--- src/design/keyword_substitution_cipher_macros.svh ---
// assertion macros shared by the keyword substitution cipher modules
`ifndef KEYWORD_SUBSTITUTION_CIPHER_MACROS_SVH
`define KEYWORD_SUBSTITUTION_CIPHER_MACROS_SVH
`ifndef SYNTHESIS
// property that must hold at every edge out of reset
`define KSC_ASSERT(lbl, prop) \
	lbl: assert property (@(posedge clk) disable iff (!arst_n) (prop)) \
		else $error("keyword cipher check failed");
// condition that must hold in the cycle after the trigger
`define KSC_ASSERT_NEXT(lbl, ante, cons) \
	lbl: assert property (@(posedge clk) disable iff (!arst_n) (ante) |=> (cons)) \
		else $error("keyword cipher check failed");
`else
`define KSC_ASSERT(lbl, prop)
`define KSC_ASSERT_NEXT(lbl, ante, cons)
`endif
`endif

--- src/design/ksc_pkg.sv ---
// shared types, command codes and character helpers of the keyword cipher
`default_nettype none
package ksc_pkg;

	// width of a letter code and of a table entry
	localparam int LW = 5;

	// command codes
	localparam logic [2:0] CMD_CLEAR = 3'd0;
	localparam logic [2:0] CMD_KEY   = 3'd1;
	localparam logic [2:0] CMD_FIN   = 3'd2;
	localparam logic [2:0] CMD_ENC   = 3'd3;
	localparam logic [2:0] CMD_DEC   = 3'd4;

	// character codes
	localparam logic [7:0] CH_NUL     = 8'h00;
	localparam logic [7:0] CH_SPACE   = 8'h20;
	localparam logic [7:0] CH_UPPER_A = 8'h41;
	localparam logic [7:0] CH_UPPER_Z = 8'h5A;
	localparam logic [7:0] CH_LOWER_A = 8'h61;
	localparam logic [7:0] CH_LOWER_Z = 8'h7A;

	// control from the front end to the table block
	typedef struct packed {
		logic rd;
		logic key_wr;
		logic fin;
	} ksc_req_t;

	// true for an ascii letter of either case
	function automatic logic is_letter(input logic [7:0] ch);
		is_letter = (ch inside {[CH_UPPER_A:CH_UPPER_Z], [CH_LOWER_A:CH_LOWER_Z]});
	endfunction

	// letter code 0..25 with lower case folded to upper
	function automatic logic [LW-1:0] letter_idx(input logic [7:0] ch);
		logic [7:0] d;
		if (ch inside {[CH_LOWER_A:CH_LOWER_Z]}) begin
			d = ch - CH_LOWER_A;
		end else begin
			d = ch - CH_UPPER_A;
		end
		letter_idx = d[LW-1:0];
	endfunction

endpackage
`default_nettype wire

--- src/design/ksc_tables.sv ---
// forward and inverse substitution tables with the finalize sequencer
`default_nettype none
`include "keyword_substitution_cipher_macros.svh"
module ksc_tables #(
	parameter int ALPHABET_SIZE = 26
) (
	input  wire                                 clk,
	input  wire                                 arst_n,
	input  ksc_pkg::ksc_req_t                   req,
	input  wire  [ksc_pkg::LW-1:0]              idx,
	input  wire  [$clog2(ALPHABET_SIZE+1)-1:0]  key_len,
	input  wire  [ALPHABET_SIZE-1:0]            used,
	output logic                                busy,
	output logic [ksc_pkg::LW-1:0]              fwd_val,
	output logic [ksc_pkg::LW-1:0]              inv_val
);
	import ksc_pkg::*;

	localparam int AW = $clog2(ALPHABET_SIZE);
	localparam int KW = $clog2(ALPHABET_SIZE + 1);
	localparam logic [LW:0] NUM = (LW+1)'(ALPHABET_SIZE);
	localparam logic [KW-1:0] LAST_SLOT = KW'(ALPHABET_SIZE - 1);

	localparam logic [1:0] ST_IDLE  = 2'd0;
	localparam logic [1:0] ST_FILL  = 2'd1;
	localparam logic [1:0] ST_INV   = 2'd2;
	localparam logic [1:0] ST_DRAIN = 2'd3;

	logic [LW-1:0] fwd_mem [ALPHABET_SIZE];
	logic [LW-1:0] inv_mem [ALPHABET_SIZE];
	logic [ALPHABET_SIZE-1:0] fwd_vld_q;
	logic [ALPHABET_SIZE-1:0] inv_vld_q;

	logic [1:0]               state_q;
	logic [KW-1:0]            slot_q;
	logic [ALPHABET_SIZE-1:0] avail_q;

	logic [LW-1:0] fwd_rd_s1;
	logic [LW-1:0] inv_rd_s1;
	logic          fwd_hit_s1;
	logic          inv_hit_s1;
	logic [LW-1:0] rd_idx_s1;

	logic          sw_go_s1;
	logic [LW-1:0] sw_rd_s1;
	logic          sw_hit_s1;
	logic [AW-1:0] sw_slot_s1;
	logic [LW-1:0] sw_val;

	logic [LW-1:0] pick;
	logic          found;
	logic          fwd_we;
	logic [AW-1:0] fwd_waddr;
	logic [LW-1:0] fwd_wdata;
	logic [AW-1:0] fwd_raddr;

	assign busy = (state_q != ST_IDLE);

	// lowest letter not yet taken by the key or an earlier fill slot
	always_comb begin
		pick = '0;
		found = 1'b0;
		for (int i = 0; i < ALPHABET_SIZE; i++) begin
			if (avail_q[i] && !found) begin
				pick = LW'(i);
				found = 1'b1;
			end
		end
	end

	// forward write port: key letters or the fill sweep
	always_comb begin
		fwd_we = req.key_wr || (state_q == ST_FILL);
		if (state_q == ST_FILL) begin
			fwd_waddr = slot_q[AW-1:0];
			fwd_wdata = pick;
		end else begin
			fwd_waddr = key_len[AW-1:0];
			fwd_wdata = idx;
		end
	end

	// forward read address: text lookup or the inverse sweep
	assign fwd_raddr = busy ? slot_q[AW-1:0] : idx[AW-1:0];

	// entry of the inverse sweep, identity when never written
	assign sw_val = sw_hit_s1 ? sw_rd_s1 : LW'(sw_slot_s1);

	// table memories
	always_ff @(posedge clk) begin
		if (fwd_we) begin
			fwd_mem[fwd_waddr] <= fwd_wdata;
		end
		if (req.rd) begin
			fwd_rd_s1 <= fwd_mem[fwd_raddr];
			inv_rd_s1 <= inv_mem[idx[AW-1:0]];
			fwd_hit_s1 <= fwd_vld_q[idx[AW-1:0]];
			inv_hit_s1 <= inv_vld_q[idx[AW-1:0]];
			rd_idx_s1 <= idx;
		end
		if (state_q == ST_INV) begin
			sw_rd_s1 <= fwd_mem[fwd_raddr];
			sw_hit_s1 <= fwd_vld_q[fwd_raddr];
			sw_slot_s1 <= slot_q[AW-1:0];
		end
		if (sw_go_s1) begin
			inv_mem[sw_val[AW-1:0]] <= LW'(sw_slot_s1);
		end
	end

	// text lookups read as identity until the entry is written
	assign fwd_val = fwd_hit_s1 ? fwd_rd_s1 : rd_idx_s1;
	assign inv_val = inv_hit_s1 ? inv_rd_s1 : rd_idx_s1;

	// written flags and the finalize sequencer
	always_ff @(posedge clk or negedge arst_n) begin
		if (!arst_n) begin
			fwd_vld_q <= '0;
			inv_vld_q <= '0;
			state_q <= ST_IDLE;
			slot_q <= '0;
			avail_q <= '0;
			sw_go_s1 <= 1'b0;
		end else begin
			sw_go_s1 <= (state_q == ST_INV);
			if (fwd_we) begin
				fwd_vld_q[fwd_waddr] <= 1'b1;
			end
			if (sw_go_s1) begin
				inv_vld_q[sw_val[AW-1:0]] <= 1'b1;
			end
			case (state_q)
				ST_IDLE: begin
					if (req.fin) begin
						avail_q <= ~used;
						if ({1'b0, key_len} >= (KW+1)'(ALPHABET_SIZE)) begin
							slot_q <= '0;
							state_q <= ST_INV;
						end else begin
							slot_q <= key_len;
							state_q <= ST_FILL;
						end
					end
				end
				ST_FILL: begin
					avail_q <= avail_q & ~({{(ALPHABET_SIZE-1){1'b0}}, 1'b1} << pick);
					if (slot_q == LAST_SLOT) begin
						slot_q <= '0;
						state_q <= ST_INV;
					end else begin
						slot_q <= slot_q + 1'b1;
					end
				end
				ST_INV: begin
					if (slot_q == LAST_SLOT) begin
						state_q <= ST_DRAIN;
					end else begin
						slot_q <= slot_q + 1'b1;
					end
				end
				ST_DRAIN: begin
					state_q <= ST_IDLE;
				end
				default: begin
					state_q <= ST_IDLE;
				end
			endcase
		end
	end

	`KSC_ASSERT(a_fin_when_idle, !(req.fin && busy))
	`KSC_ASSERT(a_fill_has_letter, !(state_q == ST_FILL && avail_q == '0))
	`KSC_ASSERT(a_inv_addr_range, !(sw_go_s1 && ({1'b0, sw_val} >= NUM)))
	`KSC_ASSERT_NEXT(a_drain_ends, state_q == ST_DRAIN, state_q == ST_IDLE && !sw_go_s1)

endmodule
`default_nettype wire

--- src/design/keyword_substitution_cipher.sv ---
// keyword substitution cipher: key loading, handshakes and result register
//
//  channel  signals                       direction  beat
//  req      req_valid req_ready cmd       in         one command and byte
//           char_in
//  rsp      rsp_valid rsp_ready char_out  out        one translated byte
//
// encrypt, decrypt, key byte and clear are taken one beat a cycle while req_ready is high.
// text lookups read the table memories at accept into the s1 stage and reach
// the output register when s1 moves on; the memory read port is registered.
// finalize holds req_ready low through the fill sweep over the free slots,
// the inverse sweep over every slot and the drain state of the inverse write port.
// after reset both tables read as identity through per-entry written flags.
// with rsp_ready low, two results are held before req_ready drops.
`default_nettype none
`include "keyword_substitution_cipher_macros.svh"
module keyword_substitution_cipher #(
	parameter int ALPHABET_SIZE = 26
) (
	input  wire        clk,
	input  wire        arst_n,
	input  wire        req_valid,
	output logic       req_ready,
	input  wire  [2:0] cmd,
	input  wire  [7:0] char_in,
	output logic       rsp_valid,
	input  wire        rsp_ready,
	output logic [7:0] char_out
);
	import ksc_pkg::*;

	localparam int AW = $clog2(ALPHABET_SIZE);
	localparam int KW = $clog2(ALPHABET_SIZE + 1);
	localparam logic [LW:0] NUM = (LW+1)'(ALPHABET_SIZE);
	localparam logic [KW:0] NUM_K = (KW+1)'(ALPHABET_SIZE);

	logic [ALPHABET_SIZE-1:0] used_q;
	logic [KW-1:0]            key_len_q;

	logic       s1_vld_q;
	logic       s1_pass_q;
	logic       s1_dec_q;
	logic [7:0] s1_char_q;
	logic       rsp_vld_q;
	logic [7:0] char_out_q;

	logic          acc;
	logic          s1_move;
	logic          busy;
	logic          is_clr;
	logic          is_key;
	logic          is_fin;
	logic          is_text;
	logic          is_pass;
	logic          letter_ok;
	logic [LW-1:0] idx;
	logic          key_wr;
	logic          has_res;
	ksc_req_t      treq;
	logic [LW-1:0] fwd_val;
	logic [LW-1:0] inv_val;
	logic [LW-1:0] map_val;

	// command decode
	always_comb begin
		is_clr = 1'b0;
		is_key = 1'b0;
		is_fin = 1'b0;
		is_text = 1'b0;
		case (cmd)
			CMD_CLEAR: is_clr = 1'b1;
			CMD_KEY:   is_key = 1'b1;
			CMD_FIN:   is_fin = 1'b1;
			CMD_ENC:   is_text = 1'b1;
			CMD_DEC:   is_text = 1'b1;
			default: begin
			end
		endcase
	end

	// byte classification
	assign idx = letter_idx(char_in);
	assign letter_ok = is_letter(char_in) && ({1'b0, idx} < NUM);
	assign is_pass = (char_in inside {CH_SPACE, CH_NUL});
	assign has_res = is_text && (is_pass || letter_ok);

	// handshake: one result in s1, one in the output register
	assign s1_move = s1_vld_q && (!rsp_vld_q || rsp_ready);
	assign req_ready = !busy && (!s1_vld_q || s1_move);
	assign acc = req_valid && req_ready;

	assign key_wr = acc && is_key && letter_ok && ({1'b0, key_len_q} < NUM_K)
		&& !used_q[idx[AW-1:0]];

	assign treq.rd = acc && is_text;
	assign treq.key_wr = key_wr;
	assign treq.fin = acc && is_fin;

	ksc_tables #(
		.ALPHABET_SIZE(ALPHABET_SIZE)
	) u_tables (
		.clk    (clk),
		.arst_n (arst_n),
		.req    (treq),
		.idx    (idx),
		.key_len(key_len_q),
		.used   (used_q),
		.busy   (busy),
		.fwd_val(fwd_val),
		.inv_val(inv_val)
	);

	// key state
	always_ff @(posedge clk or negedge arst_n) begin
		if (!arst_n) begin
			used_q <= '0;
			key_len_q <= '0;
		end else if (acc && is_clr) begin
			used_q <= '0;
			key_len_q <= '0;
		end else if (key_wr) begin
			used_q[idx[AW-1:0]] <= 1'b1;
			key_len_q <= key_len_q + 1'b1;
		end
	end

	// result stage and output register
	assign map_val = s1_dec_q ? inv_val : fwd_val;

	always_ff @(posedge clk or negedge arst_n) begin
		if (!arst_n) begin
			s1_vld_q <= 1'b0;
			rsp_vld_q <= 1'b0;
		end else begin
			if (acc && has_res) begin
				s1_vld_q <= 1'b1;
			end else if (s1_move) begin
				s1_vld_q <= 1'b0;
			end
			if (s1_move) begin
				rsp_vld_q <= 1'b1;
			end else if (rsp_ready) begin
				rsp_vld_q <= 1'b0;
			end
		end
	end

	always_ff @(posedge clk) begin
		if (acc && has_res) begin
			s1_pass_q <= is_pass;
			s1_dec_q <= (cmd == CMD_DEC);
			s1_char_q <= char_in;
		end
		if (s1_move) begin
			char_out_q <= s1_pass_q ? s1_char_q : (CH_UPPER_A + {3'b000, map_val});
		end
	end

	assign rsp_valid = rsp_vld_q;
	assign char_out = char_out_q;

	`KSC_ASSERT(a_key_count, $countones(used_q) == key_len_q)
	`KSC_ASSERT_NEXT(a_key_grows, key_wr, key_len_q == KW'($past(key_len_q) + 1'b1))
	`KSC_ASSERT_NEXT(a_s1_held, s1_vld_q && !s1_move, s1_vld_q && $stable(s1_char_q))

endmodule
`default_nettype wire

--- config.mk ---
export PLATFORM = sky130hd
export DESIGN_NAME = keyword_substitution_cipher
export DESIGN_NICKNAME = d
export VERILOG_FILES = /design/src/design/ksc_pkg.sv /design/src/design/ksc_tables.sv /design/src/design/keyword_substitution_cipher.sv
export VERILOG_INCLUDE_DIRS = /design/src /design/src/design
export SDC_FILE = /design/constraint.sdc
export NUM_CORES = 1
export LEC_CHECK = 0
export ABC_AREA = 1
export ABC_CLOCK_PERIOD_IN_PS = 3600
export BUFFER_PORTS_ARGS = -buffer_cell sky130_fd_sc_hd__buf_2
export CAP_MARGIN = 20
export CORE_MARGIN = 2
export CORE_UTILIZATION = 50
export CTS_CLUSTER_DIAMETER = 60
export DETAILED_ROUTE_END_ITERATION = 6
export HOLD_SLACK_MARGIN = 0.1
export PLACE_DENSITY = 0.68
export SLEW_MARGIN = 20
export SYNTH_ARGS = -nofsm -noshare
export SYNTH_HDL_FRONTEND = slang
export SYNTH_HIERARCHICAL = 1
export SYNTH_SLANG_ARGS = --single-unit
--- constraint.sdc ---
create_clock -name clk -period 3.6 [get_ports clk]
set_input_delay 0.54 -clock clk [delete_from_list [all_inputs] [get_ports clk]]
set_output_delay 0.54 -clock clk [all_outputs]
set_load 0.01 [all_outputs]
* Word level (Yosys, flattened, before mapping) *
Memories as Yosys holds them, arrays and structs flattened. A register that Yosys moved wholly into a read port is not among the register bits.
Index checks and enable logic that the tools add are counted.

word-level totals
  flip-flop bits (word level) = 160
  bits in writable memories = 260
  output and inout bits = 10
  word-level logic and storage cells = 254
  memories kept = 2

memory list
  memory            words  bits a word  rd ports  clocked after memory_dff  wr ports  line              RTL
  u_tables.fwd_mem  26     5            1         0                         1         ksc_tables.sv:29  logic [LW-1:0] fwd_mem [ALPHABET_SIZE];
  u_tables.inv_mem  26     5            1         1                         1         ksc_tables.sv:30  logic [LW-1:0] inv_mem [ALPHABET_SIZE];

cells by class
  $add $sub $neg = 5
  $lt $le $gt $ge = 14
  equality and inequality tests = 13
  shift-type cells = 1
  muxes and demuxes = 101
  bitwise operators = 6
  reductions and logical operators = 91

operator list
  kind                                                            number
  two-way mux 5 bit                                               38
  two-way mux 26 bit                                              3
  bitwise OR 26 bit                                               3
  inverter 26 bit                                                 2
  one-hot mux 26 bit (2 select lines)                             1
  two-way mux 1 bit                                               45
  logical AND 1 bit                                               43
  zero test 1 bit                                                 29
  AND 26 bit                                                      1
  << shifter 1 x 5 -> 26 bit, first input constant                1
  < comparator 5 x 6 -> 1 bit, second input constant              4
  binary-select mux 1 bit (select 5 bit)                          4
  >= comparator 8 x 7 -> 1 bit, second input constant             2
  less-or-equal comparator 8 x 7 -> 1 bit, second input constant  2
  demux 1 bit (select 5 bit)                                      3
  >= comparator 5 x 1 -> 1 bit, second input constant             3
  one-hot mux 5 bit (3 select lines)                              1
  nonzero test 2 bit                                              7
  adder 5 x 1 -> 5 bit, second input constant                     2
  < comparator 5 bit, second input constant                       2
  subtractor 5 x 1 -> 5 bit, second input constant                2
  adder 7 x 5 -> 8 bit, first input constant                      1
  == test 8 x 6 -> 1 bit, second input constant                   1
  zero test 8 bit                                                 1
  18 further kinds                                                30

* Depth between registers and ports, before layout *
Gate-level depths: netlist of run 1.

  word-level depth = 80
  gate-level depth with buffers = 18
  gate-level depth less buffers = 17

* By module *
Netlist of run 1, hierarchy kept.

by module, submodules not included
  module                       instances  cells an instance  area each (µm²)
  ksc_tables                   1          1,490              16,248.1
  keyword_substitution_cipher  1          422                3,204.3

* Least setup slack after synthesis of run 1 *
OpenSTA, ideal clock, no wires.

  kind = input port to flip-flop
  from = input char_in[0]
  to = memory u_tables.fwd_mem[9][0], enable pin
  data arrival time = 2,827 ps
  data required time = 3,260 ps
  setup slack = 433 ps
  stages on the path = 17
  cell sequence = inv_2 > buf_6 > ha_1 > inv_2 > nand2_1 > nand2_1 > inv_2 > a21oi_1 > nor2_2 > buf_2 > nand4_1 > nor2_1 > or2_2 > buf_1 > nand3_1 > clkbuf_1 > nor2_1

on the way
  word-level cells in the longest chain between the ends = 11
  elaborated cells on any way between the ends = 21
  those cells by class = 2 x add/sub; 5 x order compare; 5 x mux; 9 x reduce/logical

ends and longest elaborated chain
  what                                                                                            line                               RTL
  start: declaration                                                                              keyword_substitution_cipher.sv:25  input wire [7:0] char_in,
  >= comparator 8 x 7 -> 1 bit / less-or-equal comparator 8 x 7 -> 1 bit (equally long branches)  ksc_pkg.sv:38                      if (ch inside {[CH_LOWER_A:CH_LOWER_Z]}) begin
  logical AND 1 bit                                                                               ksc_pkg.sv:38
  two-way mux 5 bit *                                                                             ksc_pkg.sv:38
  named net idx[0]                                                                                keyword_substitution_cipher.sv:56  logic [LW-1:0] idx;
  parallel branches: the longest is 4 deep, another holds binary-select mux 1 bit (select 5 bit)  --
  logical AND 1 bit *                                                                             keyword_substitution_cipher.sv:93  && !used_q[idx[AW-1:0]];
  named net key_wr                                                                                keyword_substitution_cipher.sv:57  logic key_wr;
  logical OR 1 bit *                                                                              ksc_tables.sv:73                   fwd_we = req.key_wr || (state_q == ST_FILL);
  two-way mux 1 bit *                                                                             ksc_tables.sv:91                   if (fwd_we) begin
  two-way mux 1 bit (implied by the code) *                                                       ksc_tables.sv:92                   fwd_mem[fwd_waddr] <= fwd_wdata;
  end: declaration                                                                                ksc_tables.sv:29

Mark *: on every way through the listed nets, which the timed path passes. The select of a mux whose other input is x is not followed.

==> summary by stage, run 1 <==
Global routing
The number of global-route vias before repair is 14000. In the global route stage, met2 resource usage came out at 0.385. Entering global routing, the biggest net connects 92 pins. The peak-usage layer in the global routing report is met2. The global-route total usage across every layer is 0.245. Global routing finished with a remaining overflow of 0. The initial antenna violation count is 0. In the global route stage, met3 resource usage came out at 0.0466. The met1 capacity usage during global routing is 0.345. The first global-routing pass estimated 77800 um of wire.

Route
After the first detailed-routing iteration, the DRC count stood at 1427. The detailed-route via count is 14500. The post-route antenna net violation count is 0. After detailed routing, the number of vias per cell comes to 5.83. Dividing the detail-routed wire length by the instance count gives 19.8 um. The detailed-router iteration count before antenna repair is 6. The aggregate routed wire length is 49100 um. In the routed design, unresolved DRC markers number 0.

Synth
The share of flip-flops with an asynchronous set or reset after synthesis is 0.280. The flip-flop cell with the highest count after synthesis is sky130_fd_sc_hd__edfxtp_1. The post-synthesis area per instance is 10.2 sq um. The synthesized net count is 1939.

The fraction of post-synthesis cell area in the top cell type by area is 0.472. The number of enable-type register cells in the synthesized netlist is 306. In this run, synthesis produced a sequential element count of 425.

Sorting the synthesized cells by area gives the leading types as sky130_fd_sc_hd__edfxtp_1 (47%), sky130_fd_sc_hd__dfrtp_1 (15%), sky130_fd_sc_hd__o21ai_0 (8.4%), sky130_fd_sc_hd__nor2_1 (4.9%), sky130_fd_sc_hd__nand2_1 (4.0%). The synthesized netlist occupies a cell area of 19500 sq um. The biggest area contributor in the post-synthesis netlist is sky130_fd_sc_hd__edfxtp_1. During synthesis, Yosys emitted a total of 6 warnings. After technology mapping, the gate count stands at 1912. Synthesis instantiated 47 different standard cells from the library.

The fraction of the yosys area taken by sequential cells is 0.625.

Power
In this run the static leakage power is 8.31 nW. For this design the ratio of total power to cell area is 715 nW/um^2. IR analysis of the VDD net gives a maximum drop of 0.499 mV.

Place
After detailed placement, the total cell area comes to 20200 sq um. Routability-driven placement finished with a final weighted congestion of 0.916. The half-perimeter wire length after detailed placement is 31800 um. During placement, the flow inserted port buffers numbering 24.

Layout
In the final layout, the share of cells above drive strength 1 is 0.111. Measured on the finished design, the core utilization comes to 0.562. The layout has 3358 filler cells. The antenna diode count is 0. From synthesis to final layout, the design area changed by 11.3%. The net count of the finished layout is 1959.

With fillers left out, the area of the finished cells amounts to 21700 sq um.

Floorplan
In this run the count of I/O pins placed on the die edge is 25. The die is 201 um tall. The horizontal extent of the die is 201 um. For this configuration, the core starts out at a cell density of 0.505. The floorplan step defined a core boundary enclosing 38600 sq um.

The row count is 72. The floorplan step defined a die boundary enclosing 40500 sq um.

STA
The worst-case headroom to the max-slew limit is 0.459. The actual transition at the worst max-transition pin is 0.811 ns. The maximum clock rate is 294 MHz. The worst clock skew is 0.0327 ns. The final count of pins violating max slew is 0. Setup repair after global routing left no endpoint under its margin. The final number of hold-violating endpoints came to 0. In the finished design, the share of the clock period the worst path needs comes to 0.944. The worst path needs 3.40 ns of the cycle, external delays included. The aggregate negative setup slack is 0 ns.

Setup violations remaining at the end of the flow were counted as 0.

Critical path
The worst path required time is 4.02 ns. The worst register-to-register path ends at u_tables/slot_q[2]. The critical path class is reg2reg. Tracing the worst setup path back leads to its startpoint at u_tables/state_q[0].

For the worst flop-to-flop path, the logic depth is 17. At the worst endpoint, the arrival time is 3.82 ns. The setup slack of the worst register-to-register path is 0.20 ns. The worst setup path is launched from a register. The endpoint type of the worst setup path is a register. The origin of the critical flop-to-flop path is u_tables/state_q[0]. The maximum fanout along the worst path is 14.

Worst hold path
The path with the worst hold slack has its endpoint at s1_char_q[5]. Along the worst hold path, the cell count comes to 1. The worst hold path begins at char_in[5]. The worst hold path belongs to the class in2reg.

Clocking
TritonCTS built the clock tree. The latest clock arrival within the worst-skew pair is 0.59 ns. The count of H-tree levels built during CTS is 2.

The maximum buffer depth of the clock tree is 3. The CTS buffer count is 46. The cell sitting at the root of the clock tree is a sky130_fd_sc_hd__clkbuf_16. The tree built by TritonCTS fans out to 425 sinks.

Clock-pin slew was measured on the worst setup and hold paths at 0.06 ns. The buffers inserted during post-CTS setup optimization is 0.

Outcome
The flow ran to the end, and the final reports show no timing, DRC or antenna violations.

Run
The tool flagged a number of max-cap violations equal to 0.
==> state kept, by name, summed over array words and instances, names as in the netlist, 2 cells and up <==
register and cells:
char_out 8, key_len_q 5, s1_char_q 8, u_tables/avail_q 26, u_tables/fwd_mem 130, u_tables/fwd_rd_s1 5, u_tables/fwd_vld_q 26, u_tables/inv_mem 130
u_tables/inv_rd_s1 5, u_tables/inv_vld_q 26, u_tables/rd_idx_s1 5, u_tables/slot_q 5, u_tables/state_q 2, u_tables/sw_rd_s1 5, u_tables/sw_slot_s1 5, used_q 26
==> cell usage in the layout, fill, tap and decap left out, types with 7 or more instances in the layout <==
| cell type | synthesis | routed |
|---|---|---|
| sky130_fd_sc_hd__clkbuf_16 | 0 | 46 |
| sky130_fd_sc_hd__nor3_1 | 15 | 15 |
| sky130_fd_sc_hd__or2_2 | 23 | 23 |
| sky130_fd_sc_hd__o211ai_1 | 22 | 22 |
| sky130_fd_sc_hd__nand4_1 | 40 | 40 |
| sky130_fd_sc_hd__o21bai_1 | 8 | 8 |
| sky130_fd_sc_hd__buf_2 | 9 | 23 |
| sky130_fd_sc_hd__nand2_1 | 206 | 206 |
| sky130_fd_sc_hd__a21oi_1 | 46 | 45 |
| sky130_fd_sc_hd__o21ai_0 | 325 | 324 |
| sky130_fd_sc_hd__buf_4 | 2 | 53 |
| sky130_fd_sc_hd__o22ai_1 | 34 | 34 |
| sky130_fd_sc_hd__nand3_1 | 136 | 135 |
| sky130_fd_sc_hd__inv_2 | 6 | 8 |
| sky130_fd_sc_hd__o221ai_1 | 26 | 26 |
| sky130_fd_sc_hd__ha_1 | 12 | 11 |
| sky130_fd_sc_hd__inv_1 | 157 | 155 |
| sky130_fd_sc_hd__dfrtp_1 | 119 | 119 |
| sky130_fd_sc_hd__nor2_4 | 9 | 9 |
| sky130_fd_sc_hd__clkinvlp_4 | 0 | 7 |
| sky130_fd_sc_hd__edfxtp_1 | 306 | 306 |
| sky130_fd_sc_hd__clkinv_2 | 0 | 12 |
| sky130_fd_sc_hd__nor2_1 | 252 | 252 |
==> metrics by stage <==
step	hold WS, ns	power, W	instances	worst slack, ns
global placement	0.436	0.0109	2401	0.276
global route	0.202	0.0163	2486	0.0708
detailed placement	0.446	0.0110	2401	0.209
finish	0.216	0.0155	2486	0.200
CTS	0.199	0.0155	2486	0.341
floorplan	0.244	0.00941	1912	0.433
==> worst max-delay path, stage by stage, from the launching register on <==
cell                      delay (ns)
sky130_fd_sc_hd__dfrtp_1        0.38
sky130_fd_sc_hd__inv_1          0.11
sky130_fd_sc_hd__ha_1           0.18
sky130_fd_sc_hd__inv_1          0.11
sky130_fd_sc_hd__inv_1          0.13
sky130_fd_sc_hd__nand2_1        0.07
sky130_fd_sc_hd__inv_1          0.16
sky130_fd_sc_hd__nand2_1        0.15
sky130_fd_sc_hd__nor4_1         0.40
sky130_fd_sc_hd__nor2_1         0.18
sky130_fd_sc_hd__a21oi_2        0.15
sky130_fd_sc_hd__inv_1          0.26
sky130_fd_sc_hd__o21ai_0        0.15
sky130_fd_sc_hd__o21ai_0        0.25
sky130_fd_sc_hd__inv_1          0.24
sky130_fd_sc_hd__a21oi_1        0.09
sky130_fd_sc_hd__a31oi_1        0.15
sky130_fd_sc_hd__a21oi_1        0.07
==> cell families after synthesis <==
group	after synthesis	share of synthesized area
adder cells (fa/ha/maj)	12	0.00772
AND/OR/NAND/NOR	699	0.163
XOR/XNOR	7	0.00315
multiplexers	6	0.00341
AO/OA/AOI/OAI	493	0.142
flip-flops	425	0.625
buffers and inverters	270	0.0562
==> area by class of cell <==
class / instances / area, sq um / area share
Clock buffer: 55 / 1220 / 0.0566
Clock inverter: 29 / 215 / 0.00994
Inverter: 163 / 612 / 0.0282
Multi-Input combinational cell: 1217 / 6230 / 0.288
Sequential cell: 425 / 12200 / 0.562
Tap cell: 518 / 648 / 0.0299
Timing Repair Buffer: 79 / 563 / 0.0260
==> layer usage <==
layer	wire length (um)	part of all wire
met2	22600	0.46
met1	21500	0.44
met5	0	0
met4	1430	0.029
met3	3580	0.073
==> worst max-delay path by stage <==
stage                     slack [ns]                endpoint
after global placement          0.28  u_tables/fwd_mem[3][2]
final                           0.20      u_tables/slot_q[2]
after CTS                       0.34      u_tables/slot_q[2]
after global routing            0.07      u_tables/slot_q[2]
after floorplan                 0.43  u_tables/fwd_mem[9][0]
after detailed placement        0.21  u_tables/fwd_mem[3][2]
==> report_power, final <==
part           internal, W  total, W  switching [W]  leakage [nW]
logic              0.00132   0.00461        0.00329          3.39
registers          0.00606   0.00638       0.000321          4.22
clock network      0.00252   0.00449        0.00197         0.697
total              0.00991    0.0155        0.00558          8.31
==> synth_stat cells (2+ instances only) <==
cell type / count
sky130_fd_sc_hd__a211oi_1: 4
sky130_fd_sc_hd__a21oi_1: 46
sky130_fd_sc_hd__a221oi_1: 2
sky130_fd_sc_hd__a22oi_1: 3
sky130_fd_sc_hd__a31oi_1: 6
sky130_fd_sc_hd__a32oi_1: 2
sky130_fd_sc_hd__buf_1: 8
sky130_fd_sc_hd__buf_2: 9
sky130_fd_sc_hd__buf_4: 2
sky130_fd_sc_hd__buf_6: 8
sky130_fd_sc_hd__clkbuf_1: 80
sky130_fd_sc_hd__dfrtp_1: 119
sky130_fd_sc_hd__edfxtp_1: 306
sky130_fd_sc_hd__ha_1: 12
sky130_fd_sc_hd__inv_1: 157
sky130_fd_sc_hd__inv_2: 6
sky130_fd_sc_hd__mux2_2: 5
sky130_fd_sc_hd__nand2_1: 206
sky130_fd_sc_hd__nand2_2: 4
sky130_fd_sc_hd__nand3_1: 136
sky130_fd_sc_hd__nand4_1: 40
sky130_fd_sc_hd__nand4_4: 4
sky130_fd_sc_hd__nor2_1: 252
sky130_fd_sc_hd__nor2_2: 4
sky130_fd_sc_hd__nor2_4: 9
sky130_fd_sc_hd__nor3_1: 15
sky130_fd_sc_hd__nor4_1: 2
sky130_fd_sc_hd__o211ai_1: 22
sky130_fd_sc_hd__o21ai_0: 325
sky130_fd_sc_hd__o21ai_1: 5
sky130_fd_sc_hd__o21bai_1: 8
sky130_fd_sc_hd__o221ai_1: 26
sky130_fd_sc_hd__o22ai_1: 34
sky130_fd_sc_hd__o31ai_1: 5
sky130_fd_sc_hd__or2_2: 23
sky130_fd_sc_hd__xnor2_1: 2
sky130_fd_sc_hd__xor2_1: 5
==> timing repair <==
item / in CTS / in global routing
gates resized for setup: 0 / 0
endpoints found under the hold margin: 55 / 0
hold buffers: 1 / 0
Note: power is estimated with default switching activity, not from simulation.
==> inputs of run 2 (changes only) <==
ABC_CLOCK_PERIOD_IN_PS = 2800   (was 3600)
CELL_PAD_IN_SITES_DETAIL_PLACEMENT = 0   (was default)
CELL_PAD_IN_SITES_GLOBAL_PLACEMENT = 1   (was default)
CORE_UTILIZATION = 46   (was 50)
PLACE_DENSITY = 0.79   (was 0.68)
clock period = 2.8 ns   (was 3.6 ns; I/O delays follow)
==> summary by stage, run 2 (synthesis gave the netlist of run 1 again) <==
Outcome
Run status: finished, violations left (was finished, final reports clean). The final reports fail on setup timing.

Route
The detailed-route via count is 15000 (was 14500). The detailed-router iteration count before antenna repair is 5 (was 6). The number of remaining DRC errors came to 0 (unchanged).

The iteration-0 DRC count of the detailed router was 1533 (was 1427). The routed length per placed instance is 20.1 um (was 19.8 um). The aggregate routed wire length is 52900 um (was 49100 um). The post-detailed-route via-to-cell ratio is 5.71 (was 5.83).

The post-route antenna net violation count is 0 (unchanged).

Global routing
The maximum number of pins on one net before global-route repair is 64 (was 92). The initial antenna violation count came to 0 (unchanged). The global-route wire length before repair came to 82000 um (was 77800 um).

The global-route total usage across every layer is 0.240 (was 0.245). The number of global-route vias before repair was 14800 (was 14000). The total congestion overflow came to 0 (unchanged).

Layout
The leading cell type in the layout, fill and taps excluded is sky130_fd_sc_hd__o21ai_0 (unchanged). The fraction of final layout cells with drive strength greater than 1 was 0.173 (was 0.111). The antenna diode count is 0 (unchanged). The layout overhead on the synthesized area is 19.4% (was 11.3%).

The final instance area is 23200 sq um (was 21700 sq um). The final net count was 2077 (was 1959). Most frequent cells in the layout: sky130_fd_sc_hd__o21ai_0 (324), sky130_fd_sc_hd__edfxtp_1 (306), sky130_fd_sc_hd__nor2_1 (225) (was sky130_fd_sc_hd__o21ai_0 (324), sky130_fd_sc_hd__edfxtp_1 (306), sky130_fd_sc_hd__nor2_1 (252)). The final core utilization was 0.555 (was 0.562). The final cell count without fillers came to 2627 (was 2486).

Clocking
The clock root buffer is sky130_fd_sc_hd__clkbuf_16 (unchanged). The latest clock arrival within the worst-skew pair is 0.60 ns (was 0.59 ns). The CTS buffer count is 46 (unchanged). The clock net sink count is 425 (unchanged). The count of H-tree levels built during CTS came to 2 (unchanged). The maximum buffer depth of the clock tree came to 3 (unchanged). The register clock-pin slew on the reported worst setup and hold paths is 0.06 ns (about the same). The CTS tree is built (unchanged).

STA
The final clock period utilization by the worst path is 1.00 (was 0.944). The worst clock skew came to 0.0370 ns (was 0.0327 ns). The aggregate negative setup slack is -0.0396 ns (was 0 ns). The post-layout minimum cycle time is 2.81 ns (was 3.40 ns). The setup slack after layout was -0.00926 ns (was 0.200 ns). The total of endpoints with negative setup slack in the final report is 8 (was 0). The worst-case headroom to the max-slew limit is 0.478 (was 0.459). The final count of pins violating max slew is 0 (unchanged).

The maximum clock rate is 356 MHz (was 294 MHz). The actual transition at the worst max-transition pin came to 0.782 ns (was 0.811 ns). The final number of hold-violating endpoints came to 0 (unchanged). Unrepaired setup endpoints after global routing: yes (was no).

Power
The maximum ir drop on the vdd rail was 0.498 mV (was 0.499 mV). The areal power density over the cells was 928 nW/um^2 (was 715 nW/um^2). The standby leakage power is 9.05 nW (was 8.31 nW).

Floorplan
The total die area is 43900 sq um (was 40500 sq um). The floorplan die height is 210 um (was 201 um). The core area came to 41900 sq um (was 38600 sq um).

The number of ports placed on the die boundary was 25 (unchanged). The horizontal extent of the die is 210 um (was 201 um). The effective utilization at floorplan is 0.465 (was 0.505). The row count was 75 (was 72).

Place
The count of placed standard cells including taps is 2514 (was 2401). The half-perimeter wire length after detailed placement is 34100 um (was 31800 um). The number of buffers inserted by port buffering is 24 (unchanged).

The routability-driven placement congestion ratio is 0.867 (was 0.916). The area after detailed placement is 21300 sq um (was 20200 sq um).

Critical path
The critical path data arrival time is 3.27 ns (was 3.82 ns). The endpoint type of the worst setup path is a register (unchanged). The critical path class is reg2reg (unchanged). The setup slack of the worst register-to-register path is -0.009 ns (was 0.20 ns). The maximum fanout along the worst path is 10 (was 14). The kind of start point of the critical path is a register (unchanged). The worst path required time is 3.26 ns (was 4.02 ns).

Worst hold path
The path category of the worst min-delay check is in2reg (unchanged).

Run
The number of max-cap violations is 0 (unchanged).
## run 2: cell count changes in the layout (fill, tap and decap cells not counted), sizes merged
cell / change
buf: +105
bufinv: +5
clkbuf: +8
clkinv: -1
clkinvlp: -5
dlygate4sd3: +7
inv: +1
## run 2: worst max-delay path, stage by stage (launching register included)
cell and delay [ns]:
sky130_fd_sc_hd__dfrtp_1 0.40, sky130_fd_sc_hd__nor2_4 0.15, sky130_fd_sc_hd__buf_4 0.14, sky130_fd_sc_hd__nand3_4 0.07
sky130_fd_sc_hd__nor2_4 0.13, sky130_fd_sc_hd__nand4_4 0.11, sky130_fd_sc_hd__nor2_4 0.14, sky130_fd_sc_hd__nand4_4 0.10
sky130_fd_sc_hd__nor2_4 0.15, sky130_fd_sc_hd__nand4_4 0.11, sky130_fd_sc_hd__nor2_4 0.13, sky130_fd_sc_hd__nand4_4 0.11
sky130_fd_sc_hd__nor2_4 0.17, sky130_fd_sc_hd__o21ai_2 0.09, sky130_fd_sc_hd__nand3b_1 0.13, sky130_fd_sc_hd__nand2_2 0.10
sky130_fd_sc_hd__o21ai_4 0.18, sky130_fd_sc_hd__clkbuf_16 0.24
## run 2: final timing paths
check | from | to | cells after the start
worst max-delay path | u_tables/avail_q[1] | u_tables/fwd_mem[22][2] | 17
worst min-delay path | char_in[1] | s1_char_q[1] | 2
worst max register to register | u_tables/avail_q[1] | u_tables/fwd_mem[22][2] | 17
worst min register to register | u_tables/inv_vld_q[12] | u_tables/inv_vld_q[12] | 1
max in group asynchronous | arst_n | u_tables/fwd_vld_q[5] | 3
min in group asynchronous | arst_n | u_tables/inv_vld_q[12] | 2
## run 2: power breakdown
group | internal, W | switching [W] | total, W
logic | 0.00256 | 0.00465 | 0.00721
clock network | 0.00364 | 0.00252 | 0.00616
registers | 0.00779 | 0.000398 | 0.00819
total | 0.0140 | 0.00757 | 0.0216
## run 2: layout make-up
cell class | count | area (sq um)
Inverter | 163 | 613
Tap cell | 539 | 674
Sequential cell | 425 | 12200
Fill cell | 3587 | 18600
Clock buffer | 57 | 1210
Multi-Input combinational cell | 1217 | 6420
Clock inverter | 29 | 315
Timing Repair Buffer | 197 | 1820
## run 2: what timing repair did
action                                  CTS  global route
cloned                                    0             7
endpoints found under the hold margin    54             0
hold buffers                              8             0
resized for setup                         0            35
pin swaps                                 1            14
endpoints found under the setup margin    1           244
setup buffers                             1            11
## run 2: through the flow
stage	hold slack, ns	setup WS (ns)	power [W]
5_1_grt	0.165	-0.164	0.0227
6_report	0.167	-0.00926	0.0216
3_5_place_dp	0.405	-0.110	0.0150
4_1_cts	0.140	0.0172	0.0212
3_3_place_gp	0.404	-0.0706	0.0149
2_1_floorplan	0.124	-0.160	0.0122
## run 2: metal layers
metal | share of wire | GRT usage | up-vias
li1 | - | - | 7051
met1 | 0.43 | 0.319 | 7321
met2 | 0.48 | 0.401 | 515
met3 | 0.061 | 0.0380 | 115
met4 | 0.030 | 0.0863 | 0
met5 | 0 | 0 | -
